[src/assert_macros.svh]
// Assertion helpers used by the top-level RTL
`ifndef ASSERT_MACROS_SVH
`define ASSERT_MACROS_SVH

// property must hold at every clock edge outside reset
`define ASSERT_HOLDS(lbl, clk_, rst_n_, prop, msg) \
	lbl: assert property (@(posedge clk_) disable iff (!rst_n_) prop) else $error(msg);

// expression must never be true outside reset
`define ASSERT_NEVER(lbl, clk_, rst_n_, expr, msg) \
	lbl: assert property (@(posedge clk_) disable iff (!rst_n_) !(expr)) else $error(msg);

`endif

[src/rfms_pkg.sv]
`timescale 1ns / 1ps
package rfms_pkg;

	localparam int MAX_PARTICIPANTS_DEF = 64;

	localparam int HEIGHT_W  = 31;
	localparam int MASK_W    = 64;
	localparam int IDX_W     = 6;
	localparam int CFG_W     = 7;
	localparam int CFG_IDX_W = 1;

	localparam int S_TDATA_W = 96;
	localparam int M_TDATA_W = 136;

	localparam logic [CFG_IDX_W-1:0] REG_PARTICIPANT_COUNT = 1'd0;
	localparam logic [CFG_IDX_W-1:0] REG_REQUIRED_COUNT    = 1'd1;

	localparam logic [CFG_W-1:0] REQUIRED_COUNT_RST = 7'd1;

	typedef enum logic [1:0] {
		ST_IDLE,
		ST_DIV,
		ST_SCAN,
		ST_FIN
	} state_t;

	typedef struct packed {
		logic load;
		logic div_step;
		logic scan_step;
		logic out_load;
	} cmd_t;

	typedef struct packed {
		logic div_last;
		logic scan_last;
	} sts_t;

endpackage

[src/rotating_first_m_selector.sv]
`timescale 1ns / 1ps
// channel  | dir | handshake        | payload
// s_axis   | in  | s_tvalid/tready  | s_tdata: height, ready_mask
// m_axis   | out | m_tvalid/tready  | m_tdata: selected_mask, last_index, found, received_mask
// cfg      | in  | cfg_we           | cfg_addr, cfg_wdata (no read-back)
//
// A request is loaded, then the remainder of height by participant_count is formed bit-serially,
// then s participants are scanned from it (s = 1..participant_count) before the final write-back.
// A finished result sits in the output register while the next request is accepted.
// Output stall holds only the final write-back; async reset clears config to its
// defaults, the received mask to zero and the output to empty.
module rotating_first_m_selector #(
	parameter int MAX_PARTICIPANTS = rfms_pkg::MAX_PARTICIPANTS_DEF
) (
	input  logic                              clk,
	input  logic                              arst_n,
	input  logic                              s_tvalid,
	output logic                              s_tready,
	input  logic [rfms_pkg::S_TDATA_W-1:0]    s_tdata,  // height[30:0], ready_mask[94:31]
	output logic                              m_tvalid,
	input  logic                              m_tready,
	output logic [rfms_pkg::M_TDATA_W-1:0]    m_tdata,  // selected_mask[63:0], last_index[69:64],
	                                                    // found[70], received_mask[134:71]
	input  logic                              cfg_we,
	input  logic [rfms_pkg::CFG_IDX_W-1:0]    cfg_addr,
	input  logic [rfms_pkg::CFG_W-1:0]        cfg_wdata
);

	`include "assert_macros.svh"

	rfms_pkg::cmd_t cmd;
	rfms_pkg::sts_t sts;

	logic [rfms_pkg::MASK_W-1:0] selected_mask;
	logic [rfms_pkg::IDX_W-1:0]  last_index;
	logic                        found;
	logic [rfms_pkg::MASK_W-1:0] received_mask;

	rfms_ctrl u_ctrl (
		.clk       (clk),
		.arst_n    (arst_n),
		.in_valid  (s_tvalid),
		.in_ready  (s_tready),
		.out_valid (m_tvalid),
		.out_ready (m_tready),
		.sts       (sts),
		.cmd       (cmd)
	);

	rfms_dp #(
		.MAX_PARTICIPANTS (MAX_PARTICIPANTS)
	) u_dp (
		.clk           (clk),
		.arst_n        (arst_n),
		.cfg_we        (cfg_we),
		.cfg_addr      (cfg_addr),
		.cfg_wdata     (cfg_wdata),
		.in_height     (s_tdata[rfms_pkg::HEIGHT_W-1:0]),
		.in_ready_mask (s_tdata[rfms_pkg::HEIGHT_W +: rfms_pkg::MASK_W]),
		.cmd           (cmd),
		.sts           (sts),
		.selected_mask (selected_mask),
		.last_index    (last_index),
		.found         (found),
		.received_mask (received_mask)
	);

	assign m_tdata = {1'b0, received_mask, found, last_index, selected_mask};

	`ASSERT_NEVER(a_no_overwrite, clk, arst_n, cmd.out_load && m_tvalid && !m_tready,
		"result overwritten while still pending")
	`ASSERT_NEVER(a_busy_not_ready, clk, arst_n,
		s_tready && (cmd.div_step || cmd.scan_step || cmd.out_load),
		"input ready while a request is in progress")
	`ASSERT_HOLDS(a_found_nonzero, clk, arst_n, m_tvalid && found |->
		selected_mask != '0 && (selected_mask & ~received_mask) == '0,
		"found result with empty or unrecorded selection")
	`ASSERT_HOLDS(a_miss_zero, clk, arst_n, m_tvalid && !found |->
		selected_mask == '0 && last_index == '0,
		"miss result carries nonzero selection")

endmodule

[src/rfms_ctrl.sv]
`timescale 1ns / 1ps
module rfms_ctrl (
	input  logic           clk,
	input  logic           arst_n,
	input  logic           in_valid,
	output logic           in_ready,
	output logic           out_valid,
	input  logic           out_ready,
	input  rfms_pkg::sts_t sts,
	output rfms_pkg::cmd_t cmd
);

	rfms_pkg::state_t state_q, state_nx;
	logic             out_vld_q;
	logic             out_free;

	assign out_free  = !out_vld_q || out_ready;
	assign out_valid = out_vld_q;

	always_comb begin
		state_nx = state_q;
		case (state_q)
			rfms_pkg::ST_IDLE: begin
				if (in_valid)
					state_nx = rfms_pkg::ST_DIV;
			end
			rfms_pkg::ST_DIV: begin
				if (sts.div_last)
					state_nx = rfms_pkg::ST_SCAN;
			end
			rfms_pkg::ST_SCAN: begin
				if (sts.scan_last)
					state_nx = rfms_pkg::ST_FIN;
			end
			rfms_pkg::ST_FIN: begin
				if (out_free)
					state_nx = rfms_pkg::ST_IDLE;
			end
			default: state_nx = rfms_pkg::ST_IDLE;
		endcase
	end

	always_comb begin
		cmd      = '0;
		in_ready = 1'b0;
		case (state_q)
			rfms_pkg::ST_IDLE: begin
				in_ready = 1'b1;
				cmd.load = in_valid;
			end
			rfms_pkg::ST_DIV:  cmd.div_step  = 1'b1;
			rfms_pkg::ST_SCAN: cmd.scan_step = 1'b1;
			rfms_pkg::ST_FIN:  cmd.out_load  = out_free;
			default: cmd = '0;
		endcase
	end

	always_ff @(posedge clk or negedge arst_n) begin
		if (!arst_n) begin
			state_q   <= rfms_pkg::ST_IDLE;
			out_vld_q <= 1'b0;
		end else begin
			state_q <= state_nx;
			if (cmd.out_load)
				out_vld_q <= 1'b1;
			else if (out_ready)
				out_vld_q <= 1'b0;
		end
	end

endmodule

[src/rfms_dp.sv]
`timescale 1ns / 1ps
module rfms_dp #(
	parameter int MAX_PARTICIPANTS = rfms_pkg::MAX_PARTICIPANTS_DEF
) (
	input  logic                            clk,
	input  logic                            arst_n,
	input  logic                            cfg_we,
	input  logic [rfms_pkg::CFG_IDX_W-1:0]  cfg_addr,
	input  logic [rfms_pkg::CFG_W-1:0]      cfg_wdata,
	input  logic [rfms_pkg::HEIGHT_W-1:0]   in_height,
	input  logic [rfms_pkg::MASK_W-1:0]     in_ready_mask,
	input  rfms_pkg::cmd_t                  cmd,
	output rfms_pkg::sts_t                  sts,
	output logic [rfms_pkg::MASK_W-1:0]     selected_mask,
	output logic [rfms_pkg::IDX_W-1:0]      last_index,
	output logic                            found,
	output logic [rfms_pkg::MASK_W-1:0]     received_mask
);

	localparam int PW  = MAX_PARTICIPANTS;
	localparam int CW  = $clog2(MAX_PARTICIPANTS + 1);
	localparam int RW  = $clog2(MAX_PARTICIPANTS);
	localparam int TW  = RW + 1;
	localparam int DCW = $clog2(rfms_pkg::HEIGHT_W);

	// config and sticky state
	logic [CW-1:0]              n_q;
	logic [rfms_pkg::CFG_W-1:0] need_q;
	logic [PW-1:0]              acc_q;

	// working registers
	logic [rfms_pkg::HEIGHT_W-1:0] hgt_q;
	logic [PW-1:0]                 ready_q;
	logic [RW-1:0]                 rem_q;
	logic [DCW-1:0]                dcnt_q;
	logic [CW-1:0]                 step_q;
	logic [rfms_pkg::CFG_W-1:0]    picks_q;
	logic [PW-1:0]                 mask_q;
	logic                          found_q;
	logic [RW-1:0]                 last_q;

	// output register
	logic [rfms_pkg::MASK_W-1:0] sel_out_q;
	logic [rfms_pkg::IDX_W-1:0]  last_out_q;
	logic                        found_out_q;
	logic [rfms_pkg::MASK_W-1:0] recv_out_q;

	logic [CW-1:0]              n_wr;
	logic [TW-1:0]              div_t;
	logic [TW-1:0]              n_ext;
	logic [TW-1:0]              rem_nx;
	logic                       hit;
	logic [rfms_pkg::CFG_W-1:0] picks_nx;
	logic                       reach;
	logic [CW-1:0]              k_inc;
	logic                       wrap;
	logic [PW-1:0]              bit_k;

	// participant count of zero acts as one, counts above the maximum saturate
	always_comb begin
		if (cfg_wdata == '0)
			n_wr = CW'(1);
		else if (cfg_wdata > rfms_pkg::CFG_W'(MAX_PARTICIPANTS))
			n_wr = CW'(MAX_PARTICIPANTS);
		else
			n_wr = CW'(cfg_wdata);
	end

	// restoring remainder, one height bit per step
	assign div_t  = {rem_q, hgt_q[rfms_pkg::HEIGHT_W-1]};
	assign n_ext  = TW'(n_q);
	assign rem_nx = (div_t >= n_ext) ? TW'(div_t - n_ext) : div_t;

	assign hit      = ready_q[rem_q];
	assign picks_nx = picks_q + 1'b1;
	assign reach    = hit && (picks_nx >= need_q);
	assign k_inc    = CW'(rem_q) + 1'b1;
	assign wrap     = (k_inc == n_q);
	assign bit_k    = PW'(1) << rem_q;

	assign sts.div_last  = (dcnt_q == '0);
	assign sts.scan_last = reach || (step_q == CW'(n_q - 1'b1));

	always_ff @(posedge clk or negedge arst_n) begin
		if (!arst_n) begin
			n_q    <= CW'(MAX_PARTICIPANTS);
			need_q <= rfms_pkg::REQUIRED_COUNT_RST;
			acc_q  <= '0;
		end else begin
			if (cfg_we) begin
				case (cfg_addr)
					rfms_pkg::REG_PARTICIPANT_COUNT: n_q    <= n_wr;
					rfms_pkg::REG_REQUIRED_COUNT:    need_q <= cfg_wdata;
					default: ;
				endcase
			end
			if (cmd.scan_step && hit)
				acc_q <= acc_q | bit_k;
		end
	end

	always_ff @(posedge clk) begin
		if (cmd.load) begin
			hgt_q   <= in_height;
			ready_q <= in_ready_mask[PW-1:0];
			rem_q   <= '0;
			dcnt_q  <= DCW'(rfms_pkg::HEIGHT_W - 1);
			step_q  <= '0;
			picks_q <= '0;
			mask_q  <= '0;
			found_q <= 1'b0;
			last_q  <= '0;
		end else if (cmd.div_step) begin
			hgt_q  <= hgt_q << 1;
			rem_q  <= rem_nx[RW-1:0];
			dcnt_q <= dcnt_q - 1'b1;
		end else if (cmd.scan_step) begin
			if (hit) begin
				mask_q  <= mask_q | bit_k;
				picks_q <= picks_nx;
			end
			if (reach) begin
				found_q <= 1'b1;
				last_q  <= rem_q;
			end
			rem_q  <= wrap ? '0 : k_inc[RW-1:0];
			step_q <= step_q + 1'b1;
		end
		if (cmd.out_load) begin
			sel_out_q   <= found_q ? rfms_pkg::MASK_W'(mask_q) : '0;
			last_out_q  <= found_q ? rfms_pkg::IDX_W'(last_q) : '0;
			found_out_q <= found_q;
			recv_out_q  <= rfms_pkg::MASK_W'(acc_q);
		end
	end

	assign selected_mask = sel_out_q;
	assign last_index    = last_out_q;
	assign found         = found_out_q;
	assign received_mask = recv_out_q;

endmodule

[config.mk]
export PLATFORM = sky130hd
export DESIGN_NAME = rotating_first_m_selector
export DESIGN_NICKNAME = d
export VERILOG_FILES = /design/src/rfms_pkg.sv /design/src/rotating_first_m_selector.sv /design/src/rfms_ctrl.sv /design/src/rfms_dp.sv
export VERILOG_INCLUDE_DIRS = /design/src /design/src/src
export SDC_FILE = /design/constraint.sdc
export NUM_CORES = 1
export LEC_CHECK = 0
export ABC_AREA = 1
export CELL_PAD_IN_SITES_DETAIL_PLACEMENT = 2
export CELL_PAD_IN_SITES_GLOBAL_PLACEMENT = 2
export CORE_UTILIZATION = 40
export CTS_CLUSTER_SIZE = 14
export DETAILED_ROUTE_END_ITERATION = 12
export DONT_BUFFER_PORTS = 1
export PLACE_DENSITY_LB_ADDON = 0.1
export SLEW_MARGIN = 20
export SYNTH_ARGS = -nofsm -noshare
export SYNTH_HDL_FRONTEND = slang
export SYNTH_SLANG_ARGS = --single-unit
[constraint.sdc]
create_clock -name clk -period 8.5 [get_ports clk]
set_clock_uncertainty 0.1 [all_clocks]
set_input_delay 0.85 -clock clk [delete_from_list [all_inputs] [get_ports clk]]
set_output_delay 0.85 -clock clk [all_outputs]
set_load 0.05 [all_outputs]
==> flow_summary.ini, run 1 <==
[global_route]
grt_pass1_wl_mm = 70.29
grt_max_degree = 97
grt_pass1_vias = 12120
grt_antenna_before_repair = 4
grt_use_total_pct = 22.23
globalRoute.totalOverflow = 0

[worst_setup_path]
critPathCaptureType = flop
arrival_ns = 3.81
cp-start-kind = flop
crit_type = flop to flop
r2r-end = u_dp.picks_q[0]
r2r-start = u_dp.rem_q[3]
crit_required_ns = 8.86
cp_max_fo = 34
reg2reg_depth = 11
r2r_slack_ns = 5.05

[logic_synthesis]
synth_xor_xnor_area_share_pct = 1.335
yosys.area_share.simple_pct = 16.18
syn_nets = 1745
ys_types = 42
synth_compound_area_share_pct = 4.852
synth_top_family_by_area = simple AND/OR/NAND/NOR gates
synth_area_um2 = 16400
synth-adder-area-share_pct = 2.258
synth_warnings = 0
netlist_instances = 1607
synthArstFlopShare_pct = 19.90
syn_avg_cell_area_um2 = 10.21
synth_flop_cell = edfxtp_1
muxShareOfSynthArea_pct = 0.06867
ys_ff_latch = 407
synth-edff-count = 230
ys_seq_area_share_pct = 66.21

[route]
firstDrtPassIters = 5
first_iter_violations = 526
via_per_inst = 5.088
drc = 0
met1_length_mm = 19.30
antenna_left = 0
wl_met2_mm = 23.72
highest_layer = met5
routed-wl-met3_mm = 1.791
wl_per_cell_um = 21.17
num_vias = 11010
finalWirelength_mm = 45.80

[clock_network]
cts_sinks = 407
cts_root_buffer = clkbuf_16
cts_buffers = 44
post_cts_resized = 0
clkTransAtPathRegs_ns = 0.06
cts_buffer_depth = 3
clkLatencyLatePin_ns = 0.58
cts_setup_buffers = 0
htreeDepth = 2
cts_tree = done

[final_layout]
mostFrequentLayoutCells = nand2_1, inv_1, edfxtp_1, a21oi_1, dfxtp_1
layout_commonest_cell = nand2_1
fillCellCount = 4142
drive_above_1_share_pct = 6.418
area_growth_pct = 11.84
fin_nets = 1738
stdcell_count = 2163

[timing]
slew_viol_final = 0
relSlewSlack_pct = 34.63
hold_violations = 0
finalCritPeriodShare_pct = 40.58
holdWs_ns = 0.06678
fin_crit_ns = 3.449
setup_violations = 0
max_freq_mhz = 289.9
tns_ns = 0
tightest_slew_ns = 0.9783
rsz0062_at_grt = no

[die]
dieArea_um2 = 41810
rows = 73
dieWidth_um = 204.5
die_h_um = 204.5
core_um2 = 40100
start_util_pct = 40.90
ioPinCount = 247

[placed_design]
place_hpwl_mm = 29.94
place_inst = 2077
io_buffer_count = 0
place_congestion = 0.7596

[job]
drv_cap = 0

[power_and_ir_drop]
p_leak_nw = 8.158
ir_worst_vdd_uv = 184.8
p_per_area_nw_per_um2 = 402.5

[run_status]
status = completed

[hold_path]
hp-class = primary input to async pin
## repair_timing
action,CTS,global route
hold buffers,2,0
endpoints found under the setup margin,0,0
endpoints found under the hold margin,79,0
## registers in the layout, indices dropped and copies added, names as in the netlist, 2 cells and up
name	cells
u_dp.acc_q	64
u_dp.mask_q	64
u_dp.ready_q	64
u_dp.received_mask	64
u_dp.selected_mask	64
u_dp.hgt_q	31
u_dp.n_ext	7
u_dp.need_q	7
u_dp.picks_q	7
u_dp.step_q	7
u_dp.last_index	6
u_dp.last_q	6
u_dp.rem_q	6
u_dp.dcnt_q	5
u_ctrl.state_q	2
## worst max-delay path, cell delays in order, from the launching register on
cell and delay, ns:
dfxtp_1 0.72, inv_1 0.33, nor2_1 0.48, a21oi_1 0.16, nand2_2 0.63, nand3_1 0.18, nand2_2 0.19, nand2_2 0.15
inv_2 0.21, nand2_1 0.07, nand2_1 0.06, nor2_1 0.04
## cells in the mapped netlist (2+ instances only)
master	instances	share of area (%)
o22ai_1	7	0.27
xor2_1	14	0.75
clkbuf_1	42	0.96
edfxtp_1	230	42
o21ai_0	32	0.98
nand3b_1	2	0.092
a21oi_2	2	0.11
inv_1	303	6.9
buf_4	5	0.23
nor2_1	78	1.8
dfrtp_1	79	12
nand2_2	4	0.15
nor4_1	2	0.076
buf_2	14	0.43
o211ai_1	4	0.18
nor2_2	2	0.076
xnor2_1	11	0.59
a21oi_1	96	2.9
nand2_1	367	8.4
buf_6	5	0.34
nand4_1	71	2.7
nand3_1	52	1.6
a21o_1	2	0.092
or2_2	2	0.076
dfxtp_1	96	12
dfstp_2	2	0.32
inv_2	4	0.092
o21ai_1	2	0.061
ha_1	28	2.1
nor3_1	37	1.1
## how the worst max path moves through the flow
stage,cells after the start,start,slack (ns),endpoint
2_1_floorplan,2,m_tready,0.37,u_dp.found
4_1_cts,11,u_dp.rem_q[3],5.04,u_dp.picks_q[0]
6_report,11,u_dp.rem_q[3],5.05,u_dp.picks_q[0]
3_5_place_dp,10,u_dp.rem_q[3],5.05,u_dp.last_q[3]
3_3_place_gp,11,u_dp.rem_q[3],5.14,u_dp.picks_q[0]
5_1_grt,10,u_dp.rem_q[3],4.80,u_dp.last_q[1]
## cell families after synthesis
logic type | count (synthesis)
AND/OR/NAND/NOR | 619
flip-flops | 407
buffers and inverters | 376
AO/OA/AOI/OAI | 149
adder cells (fa/ha/maj) | 29
XOR/XNOR | 25
other | 1
multiplexers | 1
## through the flow
stage / instance area (um^2) / setup slack [ns] / util, % / power, mW
2_1_floorplan: 16400 / 0.3749 / - / 4.896
3_3_place_gp: 16850 / 5.136 / 42.04 / 5.403
3_5_place_dp: 16850 / 5.054 / 42.04 / 5.530
4_1_cts: 18340 / 5.036 / 45.73 / 7.499
5_1_grt: 18340 / 4.797 / 45.74 / 7.795
6_report: 18340 / 5.051 / 45.74 / 7.382
## metal layers
layer  GRT usage (%)  vias to the layer above
met5               0                        -
met4           6.610                        2
met3           4.273                       66
met2           39.48                      241
met1           27.18                     5544
li1                -                     5153
## where the power goes
part	internal (mW)	switching, mW	total [mW]
Clock	1.11	0.803	1.91
Combinational	0.478	1.43	1.91
Sequential	2.75	0.814	3.56
## cell type report
type                            count  area [um^2]  share of cell area, %
Antenna cell                        2        5.005                0.02729
Clock inverter                     15        165.2                 0.9005
Clock buffer                       67         1279                  6.972
Tap cell                          525        656.9                  3.581
Sequential cell                   407        10860                  59.21
Inverter                          309         1167                  6.365
Multi-Input combinational cell    824         4080                  22.25
Timing Repair Buffer               14        127.6                 0.6958
No activity file was read; power rests on OpenSTA's default activity.
==> inputs of run 2 (changes only) <==
Settings changed: CORE_UTILIZATION 40 to 36.
Clock period 8.5 ns to 3.14 ns, I/O delays scaled along.
==> run 2 against run 1 <==
Effect of this change: final area rose by 7.9%; global-route usage shrank 1.2 points; die area increased by 11%; first-iteration DRC count is 17% lower; sequential power increased to 2.7 times the previous value; total power rose to 2.8 times the previous value; cell count is 9.0% higher; sequential share of layout area is 4.3 points lower; highest routed layer is now met4.
==> flow_summary.ini, run 2 (synthesis results as in run 1) <==
[hold_path]
holdPathStages = 5
hp-class = primary input to flop
min_to = u_dp.n_ext[3]
worstHoldStart = cfg_wdata[3]

[route]
wl_per_cell_um = 20.40
antenna_left = 0
drc = 0
num_vias = 11490
finalWirelength_mm = 48.10
firstDrtPassIters = 5
first_iter_violations = 439
via_per_inst = 4.873

[timing]
max_freq_mhz = 356.0
rsz0062_at_grt = no
relSlewSlack_pct = 35.31
hold_violations = 0
tightest_slew_ns = 0.9704
slew_viol_final = 0
finalCritPeriodShare_pct = 89.45
setup_violations = 0
worst_slack_ns = 0.3312
fin_crit_ns = 2.809

[placed_design]
io_buffer_count = 0
place_congestion = 0.7466
place_ws_ns = 0.3945
place_hpwl_mm = 30.42
place_inst = 2159

[clock_network]
cts_sinks = 407
cts_tree = done
cts_buffers = 47
post_cts_resized = 0
clkTransAtPathRegs_ns = 0.06
cts_root_buffer = clkbuf_16
cts_buffer_depth = 3
clkLatencyLatePin_ns = 0.60
htreeDepth = 2

[worst_setup_path]
critPathCaptureType = flop
crit_type = flop to flop
r2r-end = u_dp.picks_q[4]
r2r_slack_ns = 0.33
cp_max_fo = 34
arrival_ns = 3.16
reg2reg_depth = 11
cp-start-kind = flop
r2r-start = u_dp.rem_q[0]
crit_required_ns = 3.50

[die]
ioPinCount = 247
dieWidth_um = 215.4
rows = 77
dieArea_um2 = 46410
die_h_um = 215.4
core_um2 = 44610
start_util_pct = 36.76

[global_route]
grt_max_degree = 82
grt_use_total_pct = 21.05
grt_pass1_wl_mm = 75.22
grt_antenna_before_repair = 1
grt_pass1_vias = 12940
globalRoute.totalOverflow = 0

[power_and_ir_drop]
power_mw = 20.75
ir_worst_vdd_uv = 554.9
p_leak_nw = 8.757
p_per_area_nw_per_um2 = 1048

[final_layout]
fillCellCount = 4612
mostFrequentLayoutCells = nand2_1, inv_1, edfxtp_1, dlygate4sd3_1, a21oi_1
multiInputGateArea_um2 = 4080
fin_nets = 1864
drive_above_1_share_pct = 7.139
layout_commonest_cell = nand2_1
regArea_um2 = 10860
stdcell_count = 2358
area_growth_pct = 20.73

[run_status]
status = completed

[job]
drv_cap = 0
[run 2: power breakdown]
| part | internal (mW) | total [mW] | leakage (nW) | switching (mW) |
|---|---|---|---|---|
| Sequential | 7.43 | 9.72 | 4.04 | 2.28 |
| Clock | 3.21 | 5.51 | 0.760 | 2.31 |
| Combinational | 1.58 | 5.52 | 3.96 | 3.94 |
[run 2: worst max-delay path: stages (launching register included)]
cell and delay, ns:
dfxtp_2 0.70, inv_4 0.31, o21ai_0 0.34, nand2_1 0.15, a21oi_1 0.30, nand2_1 0.11
nand3_1 0.11, nand2_2 0.10, nand2_2 0.17, inv_2 0.11, nor2_1 0.11, nor2_1 0.06
[run 2: per-stage QoR]
| stage | cell area [um^2] | hold slack, ns | utilization [%] | TNS [ns] |
|---|---|---|---|---|
| 6_report | 19800 | 0.06555 | 44.39 | 0 |
| 5_1_grt | 19800 | 0.1137 | 44.39 | 0 |
| 4_1_cts | 19800 | 0.0005212 | 44.38 | 0 |
| 3_5_place_dp | 17120 | -0.07577 | 38.37 | 0 |
| 3_3_place_gp | 17120 | -0.07528 | 38.37 | 0 |
| 2_1_floorplan | 16410 | -0.08159 | - | -31.58 |
[run 2: final cells by class]
class / count / share of cell area (%)
Multi-Input combinational cell: 824 / 20.61
Tap cell: 592 / 3.741
Clock buffer: 64 / 6.629
Sequential cell: 407 / 54.87
Antenna cell: 1 / 0.01264
Timing Repair Buffer: 137 / 6.989
Inverter: 309 / 5.896
Clock inverter: 24 / 1.251
[run 2: worst max path at each step]
stage	cells after the start	startpoint	slack [ns]	end
CTS	11	u_dp.rem_q[0]	0.37	u_dp.mask_q[12]
detailed placement	9	u_dp.rem_q[0]	0.39	u_dp.mask_q[43]
floorplan	1	u_ctrl.out_valid	-0.23	u_dp.found
global route	11	u_dp.rem_q[0]	0.1	u_dp.picks_q[0]
finish	11	u_dp.rem_q[0]	0.33	u_dp.picks_q[4]
global placement	11	u_dp.picks_q[0]	0.41	u_dp.last_q[4]
[run 2: what timing repair did]
item / 4_1_cts / 5_1_grt
setup buffers: 0 / 0
hold buffers: 110 / 0
endpoints found under the hold margin: 191 / 0
[run 2: routing by layer]
layer  routed length [um]  vias up  track usage [%]
li1                     -     5420                -
met1                20240     5795            24.89
met2                25140      195            38.61
met3                 1324       80            2.960
met4                 1388        0            7.707
met5                    0        -                0
